===== src/hdl/tes_pkg.sv =====
// Shared types, codes and helper functions of the timed event scheduler.
`default_nettype none
package tes_pkg;

    localparam int MAIN_DEPTH_DEF  = 16;
    localparam int ROUND_DEPTH_DEF = 8;
    localparam int IDLE_DEPTH_DEF  = 8;
    localparam int MAX_RESULTS     = 16;

    localparam logic [2:0] ACT_ADD       = 3'd0;
    localparam logic [2:0] ACT_ADD_ROUND = 3'd1;
    localparam logic [2:0] ACT_ADD_IDLE  = 3'd2;
    localparam logic [2:0] ACT_TICK      = 3'd3;
    localparam logic [2:0] ACT_FORCE     = 3'd4;
    localparam logic [2:0] ACT_CLEAR     = 3'd5;

    localparam logic [1:0] KIND_DONE  = 2'd0;
    localparam logic [1:0] KIND_FIRED = 2'd1;
    localparam logic [1:0] KIND_NONE  = 2'd2;
    localparam logic [1:0] KIND_FULL  = 2'd3;

    localparam logic [32:0] TIMEOUT_NONE = 33'h0_FFFF_FFFF;

    typedef struct packed {
        logic [31:0] due;
        logic [15:0] id;
        logic [15:0] stamp;
    } t_entry;

    typedef struct packed {
        logic [2:0]  action;
        logic [15:0] id;
        logic [31:0] due;
        logic [31:0] now;
    } t_cmd;

    typedef enum logic [3:0] {
        ST_IDLE, ST_MERGE, ST_IMIN, ST_ISCAN, ST_IMOVE,
        ST_FMIN, ST_FDEC, ST_REMOVE, ST_SUM, ST_EMIT
    } t_state;

    // True when entry a leaves before entry b; equal due times go by age.
    function automatic logic earlier(input logic [31:0] due_a, input logic [15:0] stamp_a,
                                     input logic [31:0] due_b, input logic [15:0] stamp_b,
                                     input logic [15:0] order);
        logic [15:0] age_a;
        logic [15:0] age_b;
        age_a = order - stamp_a;
        age_b = order - stamp_b;
        if (due_a != due_b) begin
            return due_a < due_b;
        end
        return age_a > age_b;
    endfunction

endpackage
`default_nettype wire


===== src/hdl/tes_front.sv =====
// Input stage: takes items, computes the saturated due time and forwards commands.
`default_nettype none
module tes_front (
    input  wire logic          i_clk,
    input  wire logic          i_rst_n,
    input  wire logic          i_valid,
    output logic               o_ready,
    input  wire logic [2:0]    i_action,
    input  wire logic [15:0]   i_event_id,
    input  wire logic [23:0]   i_delay,
    input  wire logic [31:0]   i_current_time,
    output logic               o_push,
    output tes_pkg::t_cmd      o_cmd,
    input  wire logic          i_push_ready
);
    import tes_pkg::*;

    logic        r_valid;
    t_cmd        r_cmd;
    logic [32:0] sum;

    assign sum     = {1'b0, i_current_time} + {9'd0, i_delay};
    assign o_ready = !r_valid || i_push_ready;
    assign o_push  = r_valid && i_push_ready;
    assign o_cmd   = r_cmd;

    always_ff @(posedge i_clk) begin
        if (!i_rst_n) begin
            r_valid <= 1'b0;
        end else if (o_ready) begin
            r_valid <= i_valid;
        end
        if (o_ready && i_valid) begin
            r_cmd.action <= i_action;
            r_cmd.id     <= i_event_id;
            r_cmd.due    <= sum[32] ? 32'hFFFF_FFFF : sum[31:0];
            r_cmd.now    <= i_current_time;
        end
    end
endmodule
`default_nettype wire


===== src/hdl/tes_fifo.sv =====
// Two-entry queue between the front stage and the execution engine.
`default_nettype none
module tes_fifo #(
    parameter int WIDTH = 8
) (
    input  wire logic             i_clk,
    input  wire logic             i_rst_n,
    input  wire logic             i_push,
    input  wire logic [WIDTH-1:0] i_data,
    output logic                  o_ready,
    output logic                  o_valid,
    output logic [WIDTH-1:0]      o_data,
    input  wire logic             i_pop
);
    logic [WIDTH-1:0] r_mem [2];
    logic             r_wp;
    logic             r_rp;
    logic [1:0]       r_cnt;

    assign o_ready = r_cnt != 2'd2;
    assign o_valid = r_cnt != 2'd0;
    assign o_data  = r_mem[r_rp];

    always_ff @(posedge i_clk) begin
        if (!i_rst_n) begin
            r_wp  <= 1'b0;
            r_rp  <= 1'b0;
            r_cnt <= 2'd0;
        end else begin
            if (i_push) begin
                r_wp <= !r_wp;
            end
            if (i_pop) begin
                r_rp <= !r_rp;
            end
            r_cnt <= r_cnt + {1'b0, i_push} - {1'b0, i_pop};
        end
        if (i_push) begin
            r_mem[r_wp] <= i_data;
        end
    end
endmodule
`default_nettype wire


===== src/hdl/tes_back.sv =====
// Execution engine: holds the three stores, scans them and produces results.
`default_nettype none
module tes_back #(
    parameter int MAIN_DEPTH  = tes_pkg::MAIN_DEPTH_DEF,
    parameter int ROUND_DEPTH = tes_pkg::ROUND_DEPTH_DEF,
    parameter int IDLE_DEPTH  = tes_pkg::IDLE_DEPTH_DEF
) (
    input  wire logic          i_clk,
    input  wire logic          i_rst_n,
    input  wire logic          i_valid,
    input  wire tes_pkg::t_cmd i_cmd,
    output logic               o_pop,
    output logic               o_valid,
    input  wire logic          i_ready,
    output logic [1:0]         o_kind,
    output logic [15:0]        o_fired_id,
    output logic [31:0]        o_fired_time,
    output logic               o_last,
    output logic               o_queue_empty,
    output logic               o_timeout_valid,
    output logic [32:0]        o_next_timeout
);
    import tes_pkg::*;

    localparam int SMAX = (MAIN_DEPTH > ROUND_DEPTH) ?
        ((MAIN_DEPTH > IDLE_DEPTH) ? MAIN_DEPTH : IDLE_DEPTH) :
        ((ROUND_DEPTH > IDLE_DEPTH) ? ROUND_DEPTH : IDLE_DEPTH);
    localparam int PW  = $clog2(SMAX + 1);
    localparam int MIW = (MAIN_DEPTH > 1) ? $clog2(MAIN_DEPTH) : 1;
    localparam int RIW = (ROUND_DEPTH > 1) ? $clog2(ROUND_DEPTH) : 1;
    localparam int IIW = (IDLE_DEPTH > 1) ? $clog2(IDLE_DEPTH) : 1;
    localparam int MCW = $clog2(MAIN_DEPTH + 1);
    localparam int RCW = $clog2(ROUND_DEPTH + 1);
    localparam int ICW = $clog2(IDLE_DEPTH + 1);
    localparam int NW  = $clog2(MAX_RESULTS + 1);
    localparam logic [PW-1:0] MAIN_LAST = PW'(MAIN_DEPTH - 1);
    localparam logic [PW-1:0] IDLE_LAST = PW'(IDLE_DEPTH - 1);
    localparam logic [PW-1:0] SCAN_LAST = PW'(SMAX - 1);

    t_entry r_main  [MAIN_DEPTH];
    t_entry r_round [ROUND_DEPTH];
    t_entry r_idle  [IDLE_DEPTH];

    t_state r_state, n_state, r_ret, n_ret;
    t_cmd   r_cmd, n_cmd;
    logic [MCW-1:0] r_mc, n_mc;
    logic [RCW-1:0] r_rc, n_rc;
    logic [ICW-1:0] r_ic, n_ic;
    logic [15:0]    r_stamp, n_stamp;
    logic [PW-1:0]  r_ptr, n_ptr;
    logic [NW-1:0]  r_n, n_n;
    logic           r_fire, n_fire;
    logic           r_have, n_have;
    t_entry         r_best, n_best;
    logic [PW-1:0]  r_bidx, n_bidx;
    logic [1:0]     r_p_kind, n_p_kind;
    logic [15:0]    r_p_id, n_p_id;
    logic [31:0]    r_p_time, n_p_time;
    logic           r_p_qe, n_p_qe;
    logic           r_p_tv, n_p_tv;
    logic [32:0]    r_p_nt, n_p_nt;
    logic           r_p_last, n_p_last;
    logic           r_ovalid, n_ovalid;
    logic [1:0]     r_o_kind, n_o_kind;
    logic [15:0]    r_o_id, n_o_id;
    logic [31:0]    r_o_time, n_o_time;
    logic           r_o_last, n_o_last;
    logic           r_o_qe, n_o_qe;
    logic           r_o_tv, n_o_tv;
    logic [32:0]    r_o_nt, n_o_nt;

    logic           m_we, r_we, i_we;
    logic [MIW-1:0] m_wa;
    logic [RIW-1:0] r_wa;
    logic [IIW-1:0] i_wa;
    t_entry         m_wd, r_wd, i_wd;
    logic [MCW-1:0] mc_m1;
    logic [ICW-1:0] ic_m1;
    logic [MIW-1:0] m_ra;
    logic [IIW-1:0] i_ra;
    t_entry         main_rd, round_rd, idle_rd;
    logic           mv, rv, iv;

    assign mc_m1    = r_mc - 1'b1;
    assign ic_m1    = r_ic - 1'b1;
    assign m_ra     = (r_state == ST_REMOVE) ? mc_m1[MIW-1:0] : r_ptr[MIW-1:0];
    assign i_ra     = (r_state == ST_IMOVE) ? ic_m1[IIW-1:0] : r_ptr[IIW-1:0];
    assign main_rd  = r_main[m_ra];
    assign round_rd = r_round[r_ptr[RIW-1:0]];
    assign idle_rd  = r_idle[i_ra];
    assign mv       = r_ptr < PW'(r_mc);
    assign rv       = r_ptr < PW'(r_rc);
    assign iv       = r_ptr < PW'(r_ic);

    assign o_valid         = r_ovalid;
    assign o_kind          = r_o_kind;
    assign o_fired_id      = r_o_id;
    assign o_fired_time    = r_o_time;
    assign o_last          = r_o_last;
    assign o_queue_empty   = r_o_qe;
    assign o_timeout_valid = r_o_tv;
    assign o_next_timeout  = r_o_nt;

    always_comb begin
        logic          room;
        logic          v;
        logic [31:0]   b;
        logic          cond;
        n_state = r_state; n_ret = r_ret; n_cmd = r_cmd;
        n_mc = r_mc; n_rc = r_rc; n_ic = r_ic; n_stamp = r_stamp;
        n_ptr = r_ptr; n_n = r_n; n_fire = r_fire; n_have = r_have;
        n_best = r_best; n_bidx = r_bidx;
        n_p_kind = r_p_kind; n_p_id = r_p_id; n_p_time = r_p_time;
        n_p_qe = r_p_qe; n_p_tv = r_p_tv; n_p_nt = r_p_nt; n_p_last = r_p_last;
        n_ovalid = r_ovalid && !i_ready;
        n_o_kind = r_o_kind; n_o_id = r_o_id; n_o_time = r_o_time;
        n_o_last = r_o_last; n_o_qe = r_o_qe; n_o_tv = r_o_tv; n_o_nt = r_o_nt;
        m_we = 1'b0; m_wa = r_mc[MIW-1:0]; m_wd = '0;
        r_we = 1'b0; r_wa = r_rc[RIW-1:0]; r_wd = '0;
        i_we = 1'b0; i_wa = r_ic[IIW-1:0]; i_wd = '0;
        o_pop = 1'b0;
        room = 1'b0; v = r_have; b = r_best.due; cond = 1'b0;

        unique case (r_state)
            ST_IDLE: begin
                if (i_valid) begin
                    o_pop = 1'b1;
                    n_cmd = i_cmd;
                    n_ptr = '0;
                    n_have = 1'b0;
                    n_n = '0;
                    n_fire = 1'b0;
                    n_p_kind = KIND_DONE;
                    n_p_id = '0;
                    n_p_time = '0;
                    n_state = ST_SUM;
                    m_wd = '{due: i_cmd.due, id: i_cmd.id, stamp: r_stamp};
                    r_wd = m_wd;
                    i_wd = m_wd;
                    unique case (i_cmd.action)
                        ACT_ADD: begin
                            room = ({1'b0, PW'(r_mc)} + {1'b0, PW'(r_rc)})
                                   < (PW + 1)'(MAIN_DEPTH);
                            m_we = room;
                        end
                        ACT_ADD_ROUND: begin
                            room = (({1'b0, PW'(r_mc)} + {1'b0, PW'(r_rc)})
                                   < (PW + 1)'(MAIN_DEPTH)) &&
                                   (r_rc < RCW'(ROUND_DEPTH));
                            r_we = room;
                        end
                        ACT_ADD_IDLE: begin
                            room = r_ic < ICW'(IDLE_DEPTH);
                            i_we = room;
                        end
                        ACT_TICK, ACT_FORCE: begin
                            n_fire = 1'b1;
                            n_state = ST_MERGE;
                        end
                        ACT_CLEAR: begin
                            n_mc = '0;
                            n_rc = '0;
                            n_ic = '0;
                        end
                        default: begin
                        end
                    endcase
                    if (room) begin
                        n_stamp = r_stamp + 16'd1;
                    end
                    if (m_we) n_mc = r_mc + 1'b1;
                    if (r_we) n_rc = r_rc + 1'b1;
                    if (i_we) n_ic = r_ic + 1'b1;
                    if (i_cmd.action == ACT_ADD || i_cmd.action == ACT_ADD_ROUND ||
                        i_cmd.action == ACT_ADD_IDLE) begin
                        n_p_kind = room ? KIND_DONE : KIND_FULL;
                    end
                end
            end
            ST_MERGE: begin
                if (rv) begin
                    if (r_mc < MCW'(MAIN_DEPTH)) begin
                        m_we = 1'b1;
                        m_wd = '{due: round_rd.due, id: round_rd.id, stamp: r_stamp};
                        n_mc = r_mc + 1'b1;
                        n_stamp = r_stamp + 16'd1;
                    end
                    n_ptr = r_ptr + 1'b1;
                end else begin
                    n_rc = '0;
                    n_ptr = '0;
                    n_have = 1'b0;
                    if (r_cmd.action == ACT_TICK && r_ic != '0 &&
                        r_mc < MCW'(MAIN_DEPTH)) begin
                        n_state = (r_mc == '0) ? ST_ISCAN : ST_IMIN;
                    end else begin
                        n_state = ST_FMIN;
                    end
                end
            end
            ST_IMIN, ST_FMIN: begin
                if (mv && (!r_have || earlier(main_rd.due, main_rd.stamp,
                                              r_best.due, r_best.stamp, r_stamp))) begin
                    n_have = 1'b1;
                    n_best = main_rd;
                    n_bidx = r_ptr;
                end
                n_ptr = r_ptr + 1'b1;
                if (r_ptr == MAIN_LAST) begin
                    n_ptr = '0;
                    if (r_state == ST_FMIN) begin
                        n_state = ST_FDEC;
                    end else if (n_best.due > r_cmd.now) begin
                        n_have = 1'b0;
                        n_state = ST_ISCAN;
                    end else begin
                        n_have = 1'b0;
                        n_state = ST_FMIN;
                    end
                end
            end
            ST_ISCAN: begin
                if (iv && (!r_have || earlier(idle_rd.due, idle_rd.stamp,
                                              r_best.due, r_best.stamp, r_stamp))) begin
                    n_have = 1'b1;
                    n_best = idle_rd;
                    n_bidx = r_ptr;
                end
                n_ptr = r_ptr + 1'b1;
                if (r_ptr == IDLE_LAST) begin
                    n_ptr = '0;
                    n_state = ST_IMOVE;
                end
            end
            ST_IMOVE: begin
                i_we = 1'b1;
                i_wa = r_bidx[IIW-1:0];
                i_wd = idle_rd;
                n_ic = ic_m1;
                m_we = 1'b1;
                m_wd = '{due: r_best.due, id: r_best.id, stamp: r_stamp};
                n_mc = r_mc + 1'b1;
                n_stamp = r_stamp + 16'd1;
                n_ptr = '0;
                n_have = 1'b0;
                n_state = ST_FMIN;
            end
            ST_FDEC: begin
                cond = r_have && (r_n < NW'(MAX_RESULTS)) &&
                       (r_cmd.action == ACT_FORCE || r_best.due <= r_cmd.now);
                if (r_n != '0) begin
                    n_p_last = !cond;
                    n_ret = cond ? ST_REMOVE : ST_IDLE;
                    n_state = ST_EMIT;
                end else if (cond) begin
                    n_state = ST_REMOVE;
                end else begin
                    n_p_kind = (r_cmd.action == ACT_FORCE) ? KIND_DONE : KIND_NONE;
                    n_p_id = '0;
                    n_p_time = '0;
                    n_fire = 1'b0;
                    n_ptr = '0;
                    n_have = 1'b0;
                    n_state = ST_SUM;
                end
            end
            ST_REMOVE: begin
                m_we = 1'b1;
                m_wa = r_bidx[MIW-1:0];
                m_wd = main_rd;
                n_mc = mc_m1;
                n_n = r_n + 1'b1;
                n_p_kind = KIND_FIRED;
                n_p_id = r_best.id;
                n_p_time = r_best.due;
                n_ptr = '0;
                n_have = 1'b0;
                n_state = ST_SUM;
            end
            ST_SUM: begin
                if (mv && (!v || main_rd.due < b)) begin
                    v = 1'b1;
                    b = main_rd.due;
                end
                if (rv && (!v || round_rd.due < b)) begin
                    v = 1'b1;
                    b = round_rd.due;
                end
                if (iv && (!v || idle_rd.due < b)) begin
                    v = 1'b1;
                    b = idle_rd.due;
                end
                n_have = v;
                n_best.due = b;
                n_ptr = r_ptr + 1'b1;
                if (r_ptr == SCAN_LAST) begin
                    n_ptr = '0;
                    n_p_qe = !v;
                    n_p_tv = v;
                    n_p_nt = v ? ({1'b0, b} - {1'b0, r_cmd.now}) : TIMEOUT_NONE;
                    n_have = 1'b0;
                    if (r_fire) begin
                        n_state = ST_FMIN;
                    end else begin
                        n_p_last = 1'b1;
                        n_ret = ST_IDLE;
                        n_state = ST_EMIT;
                    end
                end
            end
            ST_EMIT: begin
                if (!r_ovalid || i_ready) begin
                    n_ovalid = 1'b1;
                    n_o_kind = r_p_kind;
                    n_o_id = r_p_id;
                    n_o_time = r_p_time;
                    n_o_last = r_p_last;
                    n_o_qe = r_p_qe;
                    n_o_tv = r_p_tv;
                    n_o_nt = r_p_nt;
                    n_state = r_ret;
                end
            end
            default: n_state = ST_IDLE;
        endcase
    end

    always_ff @(posedge i_clk) begin
        if (!i_rst_n) begin
            r_state  <= ST_IDLE;
            r_ret    <= ST_IDLE;
            r_mc     <= '0;
            r_rc     <= '0;
            r_ic     <= '0;
            r_stamp  <= '0;
            r_ptr    <= '0;
            r_n      <= '0;
            r_fire   <= 1'b0;
            r_have   <= 1'b0;
            r_ovalid <= 1'b0;
        end else begin
            r_state  <= n_state;
            r_ret    <= n_ret;
            r_mc     <= n_mc;
            r_rc     <= n_rc;
            r_ic     <= n_ic;
            r_stamp  <= n_stamp;
            r_ptr    <= n_ptr;
            r_n      <= n_n;
            r_fire   <= n_fire;
            r_have   <= n_have;
            r_ovalid <= n_ovalid;
        end
        r_cmd    <= n_cmd;
        r_best   <= n_best;
        r_bidx   <= n_bidx;
        r_p_kind <= n_p_kind;
        r_p_id   <= n_p_id;
        r_p_time <= n_p_time;
        r_p_qe   <= n_p_qe;
        r_p_tv   <= n_p_tv;
        r_p_nt   <= n_p_nt;
        r_p_last <= n_p_last;
        r_o_kind <= n_o_kind;
        r_o_id   <= n_o_id;
        r_o_time <= n_o_time;
        r_o_last <= n_o_last;
        r_o_qe   <= n_o_qe;
        r_o_tv   <= n_o_tv;
        r_o_nt   <= n_o_nt;
        if (m_we) r_main[m_wa] <= m_wd;
        if (r_we) r_round[r_wa] <= r_wd;
        if (i_we) r_idle[i_wa] <= i_wd;
    end
endmodule
`default_nettype wire


===== src/hdl/timed_event_priority_scheduler.sv =====
// Top level of the timed event scheduler.
//
// Channel  | Dir | tdata (low bit up)                                   | tuser  | tlast
// s_axis   | in  | event_id 16, delay 24, current_time 32               | action | -
// m_axis   | out | fired_id 16, fired_time 32, queue_empty, timeout_valid,
//          |     | next_timeout 33, zero fill 5                         | kind   | last
//
// Each input is executed on its own. An add is followed by the summary scan, which covers
// the largest store depth at one entry per cycle. A tick or force empty first merges the
// round list into the main store, then for a tick may move one idle entry up (a main scan
// when the main store holds entries, an idle scan and a move), and then runs a main scan,
// a decision, a removal and a summary scan per fired event. A two-entry queue keeps
// taking input while the engine works. Reset is synchronous and active low and empties
// all stores. A stalled output holds its transfer and pauses the engine.
`default_nettype none
module timed_event_priority_scheduler #(
    parameter int MAIN_DEPTH  = tes_pkg::MAIN_DEPTH_DEF,
    parameter int ROUND_DEPTH = tes_pkg::ROUND_DEPTH_DEF,
    parameter int IDLE_DEPTH  = tes_pkg::IDLE_DEPTH_DEF
) (
    input  wire logic        i_clk,
    input  wire logic        i_rst_n,
    input  wire logic        i_s_axis_tvalid,
    output logic             o_s_axis_tready,
    input  wire logic [71:0] i_s_axis_tdata,  // event_id, delay, current_time
    input  wire logic [2:0]  i_s_axis_tuser,  // action
    output logic             o_m_axis_tvalid,
    input  wire logic        i_m_axis_tready,
    output logic [87:0]      o_m_axis_tdata,  // fired_id, fired_time, queue_empty,
                                              // timeout_valid, next_timeout
    output logic [1:0]       o_m_axis_tuser,  // kind
    output logic             o_m_axis_tlast
);
    import tes_pkg::*;

    logic        push, push_ready, q_valid, pop;
    t_cmd        f_cmd, q_cmd;
    logic [15:0] fired_id;
    logic [31:0] fired_time;
    logic        queue_empty, timeout_valid;
    logic [32:0] next_timeout;

    tes_front u_front (
        .i_clk, .i_rst_n,
        .i_valid        (i_s_axis_tvalid),
        .o_ready        (o_s_axis_tready),
        .i_action       (i_s_axis_tuser),
        .i_event_id     (i_s_axis_tdata[15:0]),
        .i_delay        (i_s_axis_tdata[39:16]),
        .i_current_time (i_s_axis_tdata[71:40]),
        .o_push         (push),
        .o_cmd          (f_cmd),
        .i_push_ready   (push_ready)
    );

    tes_fifo #(.WIDTH($bits(t_cmd))) u_fifo (
        .i_clk, .i_rst_n,
        .i_push  (push),
        .i_data  (f_cmd),
        .o_ready (push_ready),
        .o_valid (q_valid),
        .o_data  (q_cmd),
        .i_pop   (pop)
    );

    tes_back #(
        .MAIN_DEPTH (MAIN_DEPTH),
        .ROUND_DEPTH(ROUND_DEPTH),
        .IDLE_DEPTH (IDLE_DEPTH)
    ) u_back (
        .i_clk, .i_rst_n,
        .i_valid         (q_valid),
        .i_cmd           (q_cmd),
        .o_pop           (pop),
        .o_valid         (o_m_axis_tvalid),
        .i_ready         (i_m_axis_tready),
        .o_kind          (o_m_axis_tuser),
        .o_fired_id      (fired_id),
        .o_fired_time    (fired_time),
        .o_last          (o_m_axis_tlast),
        .o_queue_empty   (queue_empty),
        .o_timeout_valid (timeout_valid),
        .o_next_timeout  (next_timeout)
    );

    assign o_m_axis_tdata = {5'd0, next_timeout, timeout_valid, queue_empty,
                             fired_time, fired_id};
endmodule
`default_nettype wire


===== config.mk =====
export PLATFORM = sky130hd
export DESIGN_NAME = timed_event_priority_scheduler
export DESIGN_NICKNAME = d
export VERILOG_FILES = /design/src/hdl/tes_pkg.sv /design/src/hdl/tes_front.sv /design/src/hdl/tes_fifo.sv /design/src/hdl/tes_back.sv /design/src/hdl/timed_event_priority_scheduler.sv
export SDC_FILE = /design/constraint.sdc
export NUM_CORES = 2
export LEC_CHECK = 0
export ABC_CLOCK_PERIOD_IN_PS = 21500
export BUFFER_PORTS_ARGS = -buffer_cell sky130_fd_sc_hd__buf_2
export CELL_PAD_IN_SITES_DETAIL_PLACEMENT = 1
export CELL_PAD_IN_SITES_GLOBAL_PLACEMENT = 1
export CORE_MARGIN = 4
export CORE_UTILIZATION = 50
export CTS_BUF_LIST = sky130_fd_sc_hd__clkbuf_8
export DETAILED_ROUTE_END_ITERATION = 8
export PLACE_DENSITY = 0.78
export SETUP_SLACK_MARGIN = 0.05
export SYNTH_ARGS = -nofsm -noshare
export SYNTH_HDL_FRONTEND = slang
export SYNTH_SLANG_ARGS = --single-unit

===== constraint.sdc =====
create_clock -name i_clk -period 21.5 [get_ports i_clk]
set_clock_uncertainty 0.1 [all_clocks]
set_input_delay 3.225 -clock i_clk [delete_from_list [all_inputs] [get_ports i_clk]]
set_output_delay 3.225 -clock i_clk [all_outputs]
set_load 0.05 [all_outputs]

# After elaboration in Yosys (flattened, before gate mapping)
# Memories as Yosys holds them, arrays and structs flattened. A register that Yosys moved wholly into a read port is not among the register bits.
# Cells that the tools add are included.
# word_totals
register_bits,413
ramBits,2214
inputBits,79
out_inout_bits,93
word_cells,340
mem_count,4
# mem_list
memory,words,word_bits,rd,rd_ports_with_merged_regs,write_ports,line_no,source
u_back.r_main,16,64,1,0,1,tes_back.sv:40,t_entry r_main [MAIN_DEPTH];
u_back.r_idle,8,64,1,0,1,tes_back.sv:42,t_entry r_idle [IDLE_DEPTH];
u_back.r_round,8,64,1,1,1,tes_back.sv:41,t_entry r_round [ROUND_DEPTH];
u_fifo.r_mem,2,83,1,1,1,tes_fifo.sv:15,logic [WIDTH-1:0] r_mem [2];
# classes
add_sub_neg,16
order_cmp,16
eq_ne,39
n_mux,155
n_reduce_logical,71
# ops
cell,count
$mux W64,7
$mux W32,9
$pmux W64 S4,1
$pmux W32 S3,2
$lt A32 B32 Y1,4
$pmux W64 S2,1
$mux W16,7
$mux W4,25
$pmux W16 S3,2
$ne A32 B32 Y1,2
$pmux W32 S2,1
$mux W1,62
$mux W5,11
$sub A16 B16 Y16,3
$pmux W4 S9,1
$add A32 B24 Y33,1
$sub A32 B32 Y33,1
$gt A16 B16 Y1,2
$gt A32 B32 Y1,1
$le A32 B32 Y1,1
$pmux W4 S2,4
$pmux W5 S6,1
$ne A2 B1 Y1 const B,10
$pmux W5 S4,1
51 further kinds,137

# Logic depth before layout (Yosys ltp)
# An unclocked memory read counts as a cell.
# depth
ltp_word,20
depth_mapped,59
depth_no_buf,51

# Cells and area by module
# Synthesis repeated with hierarchy kept, for this count alone.
# hier_totals
cells_unflattened,7728
area_unflattened_um2,109749.0
# by_module_without_submodules
module,n_inst,cells_per_inst,area_each_um2,seq_area_each_um2
tes_back,1,7117,99020.0,66914.2
tes_fifo,1,279,6563.8,5084.9
tes_front,1,324,4108.9,2512.4
timed_event_priority_scheduler,1,8,56.3,0.0

# Worst setup path before layout
# OpenSTA, ideal clock, no wires.
# synth_path
path_type,register to register
from,register u_back.r_mc[0]
to,"register u_back.r_p_nt[30], data pin"
setup_ps,272
t_arrival_ps,11836
t_required_ps,21128
path_slack_ps,9291
stages_incl_launch_ff,59
synth_period_minus_slack_ps,12209
cell_sequence,dfxtp_1 -> buf_2 -> clkinv_1 -> ha_1 -> inv_1 -> mux2_4 -> buf_2 -> buf_2 -> mux4_2 -> a22oi_1 -> nand2_1 -> ha_1 -> nor2b_1 -> o21bai_1 -> a21oi_1 -> a2111o_1 -> a311oi_1 -> clkbuf_1 -> [... 23 more ...] -> a21bo_1 -> buf_4 -> buf_6 -> mux2i_1 -> ha_1 -> inv_1 -> fa_1 -> a21o_1 -> a21oi_1 -> o21ai_0 -> a21oi_1 -> nor2b_1 -> o31a_1 -> o211ai_1 -> nand4_1 -> o211a_1 -> nor3_1 -> o21ai_0
# synth_between
elab_chain_len,19
word_cells_on_any_way,28
cone_classes,add/sub (2); order compare (4); mux (13); reduce/logical (8); memory (1)
# synth_rtl
item,line_no,source
from (decl),tes_back.sv:46,"logic [MCW-1:0] r_mc, n_mc;"
from (signal assigned),tes_back.sv:344,r_mc <= n_mc;
$sub A5 B1 Y5,tes_back.sv:84,assign mc_m1 = r_mc - 1'b1;
$mux W4,tes_back.sv:86,assign m_ra = (r_state == ST_REMOVE) ? mc_m1[MIW-1:0] : r_ptr[MIW-1:0];
$mem_v2 Z16 W64,n/a,
$lt A32 B32 Y1,tes_back.sv:281,if (mv && (!v || main_rd.due < b)) begin
$logic_or A1 B1 Y1,tes_back.sv:281,
$logic_and A1 B1 Y1,tes_back.sv:281,
$mux W32 or $mux W1 (tied branches),tes_back.sv:281,
$mux W32 or $mux W1 (tied branches),tes_back.sv:124,unique case (r_state)
[... 3 more ...],n/a,
$mux W32 or $mux W1 (tied branches),tes_back.sv:285,if (rv && (!v || round_rd.due < b)) begin
$mux W32 or $mux W1 (tied branches),tes_back.sv:124,
$lt A32 B32 Y1 or $logic_not A1 Y1 (tied branches),tes_back.sv:289,if (iv && (!v || idle_rd.due < b)) begin
$logic_or A1 B1 Y1,tes_back.sv:289,
$logic_and A1 B1 Y1,tes_back.sv:289,
$mux W32,tes_back.sv:289,
$mux W32,tes_back.sv:124,
$sub A32 B32 Y33,tes_back.sv:300,"n_p_nt = v ? ({1'b0, b} - {1'b0, r_cmd.now}) : TIMEOUT_NONE;"
to (signal assigned),tes_back.sv:362,r_p_nt <= n_p_nt;
to (decl),tes_back.sv:61,"logic [32:0] r_p_nt, n_p_nt;"
# Several ways; a longest one is shown, not always the timed one. The select of a mux whose other input is x is not followed.
# A chain may end at the register's enable or synchronous reset.

# Worst setup path in the final report
# layout_path
from,register u_back.r_state[1]
to,"register u_back.r_p_nt[25], data pin"
# layout_between
elab_chain_len,19
word_cells_on_any_way,30
cone_classes,add/sub (1); order compare (3); eq/ne (2); mux (14); reduce/logical (8); memory (2)
# layout_rtl
item,line_no,source
from (decl),tes_back.sv:44,"t_state r_state, n_state, r_ret, n_ret;"
from (signal assigned),tes_back.sv:342,r_state <= n_state;
$eq A4 B3 Y1,tes_back.sv:86,
$mux W4,tes_back.sv:86,
$mem_v2 Z16 W64,n/a,
$lt A32 B32 Y1,tes_back.sv:281,
$logic_or A1 B1 Y1,tes_back.sv:281,
$logic_and A1 B1 Y1,tes_back.sv:281,
$mux W32 or $mux W1 (tied branches),tes_back.sv:281,
$mux W32 or $mux W1 (tied branches),tes_back.sv:124,
[... 3 more ...],n/a,
$mux W32 or $mux W1 (tied branches),tes_back.sv:285,
$mux W32 or $mux W1 (tied branches),tes_back.sv:124,
$lt A32 B32 Y1 or $logic_not A1 Y1 (tied branches),tes_back.sv:289,
$logic_or A1 B1 Y1,tes_back.sv:289,
$logic_and A1 B1 Y1,tes_back.sv:289,
$mux W32,tes_back.sv:289,
$mux W32,tes_back.sv:124,
$sub A32 B32 Y33,tes_back.sv:300,
# Several ways; a longest one is shown, not always the timed one. The select of a mux whose other input is x is not followed.

==> flow_summary.toml <==
[worst_hold_path]
min_path_type = "reg2reg"

[sta]
finalHoldViolations = 0
setup_viol = 0
fin_crit_sh_pct = 79.8
slew_headroom_pct = 5.43
rsz0062_at_grt = "no"
worst_slew_pin_slew_ns = 1.42
fin_setup_tns_ns = 0
final_max_slew_viol_count = 0
max_freq_ghz = 0.0583
setup_ws_ns = 4.35
hold_slack_ns = 0.268
fin_crit_ns = 17.15

[floorplan]
ios = 172
dieHeight_um = 474
die_x_um = 474
die_area_mm2 = 0.224
initial_utilization_pct = 50.4
core_mm2 = 0.215
rows = 170

[final_layout]
final_cell_mix = "edfxtp_1, nand2_1, clkbuf_8"
final_net_count = 8294
fillers = 20500
final_common_cell = "edfxtp_1"
drive_gt1_share_pct = 16.1
area_growth_syn_to_layout_pct = 11.3
fin_cells = 11000

[placement]
place_congestion = 0.930
hpwl_um = 218000
place_inst = 10300
pre_cts_slack_ns = 4.75
portBuffers = 166

[global_route]
grt_pass1_vias = 72900
antenna_found_initial = 20
grt.total_usage_pct = 30.1
grt_pass1_wl_um = 493000
grt_max_degree = 183
overflow = 0

[critical_path]
reg2reg_slack_ns = 4.35
criticalPathCategory = "reg2reg"
cpMostUsedCell = "a21o_1"
cp-start-kind = "flip-flop"
cp_slowest_cell = "a311oi_4"
arrival_ns = 17.88
crit_fanout = 153
end_kind = "flip-flop"
slowest_delay_ns = 0.95
critPathRequiredTime_ns = 22.23

[power]
leakagePower_nw = 43.6
p_per_area_mw_per_mm2 = 147
irDropWorstVdd_mv = 0.110
power_mw = 17.7

[synth]
syn-mean-instance-area_um2 = 14.5
synth-seq-cells = 2500
netlist_area_mm2 = 0.108
synth_cell_type_count = 87
synthCells = 7481
ys_seq_area_share_pct = 68.8
async_reset_ff_share_pct = 0
synth-main-ff-cell = "edfxtp_1"
ys_warn_count = 0
synth_enable_flop_cells = 2444

[drt]
dr_total_vias = 70400
avgRoutedWirePerCell_um = 31.0
first_pass_iters = 8
vias_per_cell = 6.40
drt-total-wl_um = 341000
route.detailed.drc = 0
dr.first_iter.drc_count = 8926
ant_nets = 0

[run_status]
status = "completed"

[clocking]
cts_tree = "yes"
clock_latency_ns = 1.13
cts_hold_buf = 0
htreeDepth = 5
numCtsBuffers = 411
max-clock-path-buffers = 4
cts_setup_buffers = 0
cts_root_buf = "clkbuf_8"
clock-sinks = 2500
path_clk_slew_ns = 0.06
post_cts_resized = 0

[run]
drv_cap = 0
==> critical path, delay by kind of cell (launching register included) <==
kind / cells / cell delay (ns)
XOR/XNOR: 1 / 0.19
AO/OA/AOI/OAI: 29 / 7.71
buffers and inverters: 7 / 3.22
multiplexers: 4 / 1.59
AND/OR/NAND/NOR: 7 / 1.63
adder cells (fa/ha/maj): 4 / 1.21
flip-flops: 1 / 0.88
==> logic make-up (layout without fill, tap and decap cells) <==
| family | after synthesis | count (layout) | synth area share, % |
|---|---|---|---|
| AO/OA/AOI/OAI | 1140 | 1140 | 7.04 |
| XOR/XNOR | 96 | 96 | 0.776 |
| multiplexers | 535 | 535 | 8.07 |
| adder cells (fa/ha/maj) | 355 | 355 | 4.13 |
| buffers and inverters | 648 | 1330 | 2.36 |
| AND/OR/NAND/NOR | 2206 | 2206 | 8.86 |
| other | 1 | 12 | 0.00346 |
| flip-flops | 2500 | 2500 | 68.8 |
==> synthesized netlist by cell type (41+ instances only) <==
master / number / area (um^2)
a311oi_1: 69 / 604
nand2_1: 1252 / 4700
mux2i_1: 157 / 1570
edfxtp_1: 2444 / 73400
a31oi_1: 122 / 763
nor3_1: 57 / 285
nor2_1: 298 / 1120
inv_1: 258 / 968
o21ai_0: 160 / 801
ha_1: 350 / 4380
mux2_2: 116 / 1310
a21o_1: 106 / 796
nand4_1: 86 / 538
buf_1: 66 / 248
mux4_2: 258 / 5810
and3_1: 111 / 694
dfxtp_1: 56 / 1120
o21a_1: 41 / 308
nor2b_1: 42 / 263
a21oi_1: 271 / 1360
clkbuf_1: 271 / 1020
o22ai_1: 73 / 457
xnor2_1: 58 / 508
nand3_1: 239 / 1200
==> worst paths after layout <==
| path | depth (start not counted) | start | end |
|---|---|---|---|
| max | 52 | u_back.r_state[1] | u_back.r_p_nt[25] |
| min | 0 | u_back.r_p_time[22] | u_back.o_fired_time[22] |
| max reg2reg | 52 | u_back.r_state[1] | u_back.r_p_nt[25] |
| min reg2reg | 0 | u_back.r_p_time[22] | u_back.o_fired_time[22] |
==> cell type report <==
cell class / instances / area (um^2) / area share (%)
flip-flops and latches: 2500 / 74500 / 61.8
inverters: 260 / 976 / 0.809
clock buffers: 431 / 5930 / 4.92
repair buffers: 350 / 2270 / 1.89
diodes: 7 / 17.5 / 0.0145
clock inverters: 289 / 1500 / 1.24
multi-input cells: 4337 / 31800 / 26.4
well taps: 2838 / 3550 / 2.94
==> layer usage <==
layer,track usage [%],vias up,wire [um]
li1,-,29400,-
met3,5.84,685,34800
met4,12.0,6,14100
met2,46.3,3961,156000
met5,0,-,34
met1,42.6,36400,136000
==> flip-flops by register name, indices dropped and copies added (netlist names), 16 cells and up, named ones only <==
signal and flops:
u_back.r_p_nt 33, u_front.o_cmd 83, u_fifo.r_mem 166, u_back.r_cmd 35, u_back.r_idle 512, u_back.r_round 384
u_back.o_next_timeout 33, u_back.r_stamp 16, u_back.r_main 1024, u_back.r_p_id 16, u_back.o_fired_id 16, u_back.r_best 64
u_back.o_fired_time 32, u_back.r_p_time 32
==> stage by stage <==
stage / utilization [%] / area, um^2
after global routing: 56.1 / 121000
after global placement: 52.6 / 113000
after detailed placement: 52.6 / 113000
final: 56.1 / 121000
after floorplan: - / 108000
after CTS: 56.1 / 121000
==> where the power goes <==
group	internal (mW)	leakage, nW	switching [mW]
clock	1.99	4.30	1.89
sequential	6.15	22.8	0.238
combinational	2.43	16.5	5.04
total	10.6	43.6	7.16
Note: power is estimated with default switching activity, not from simulation.
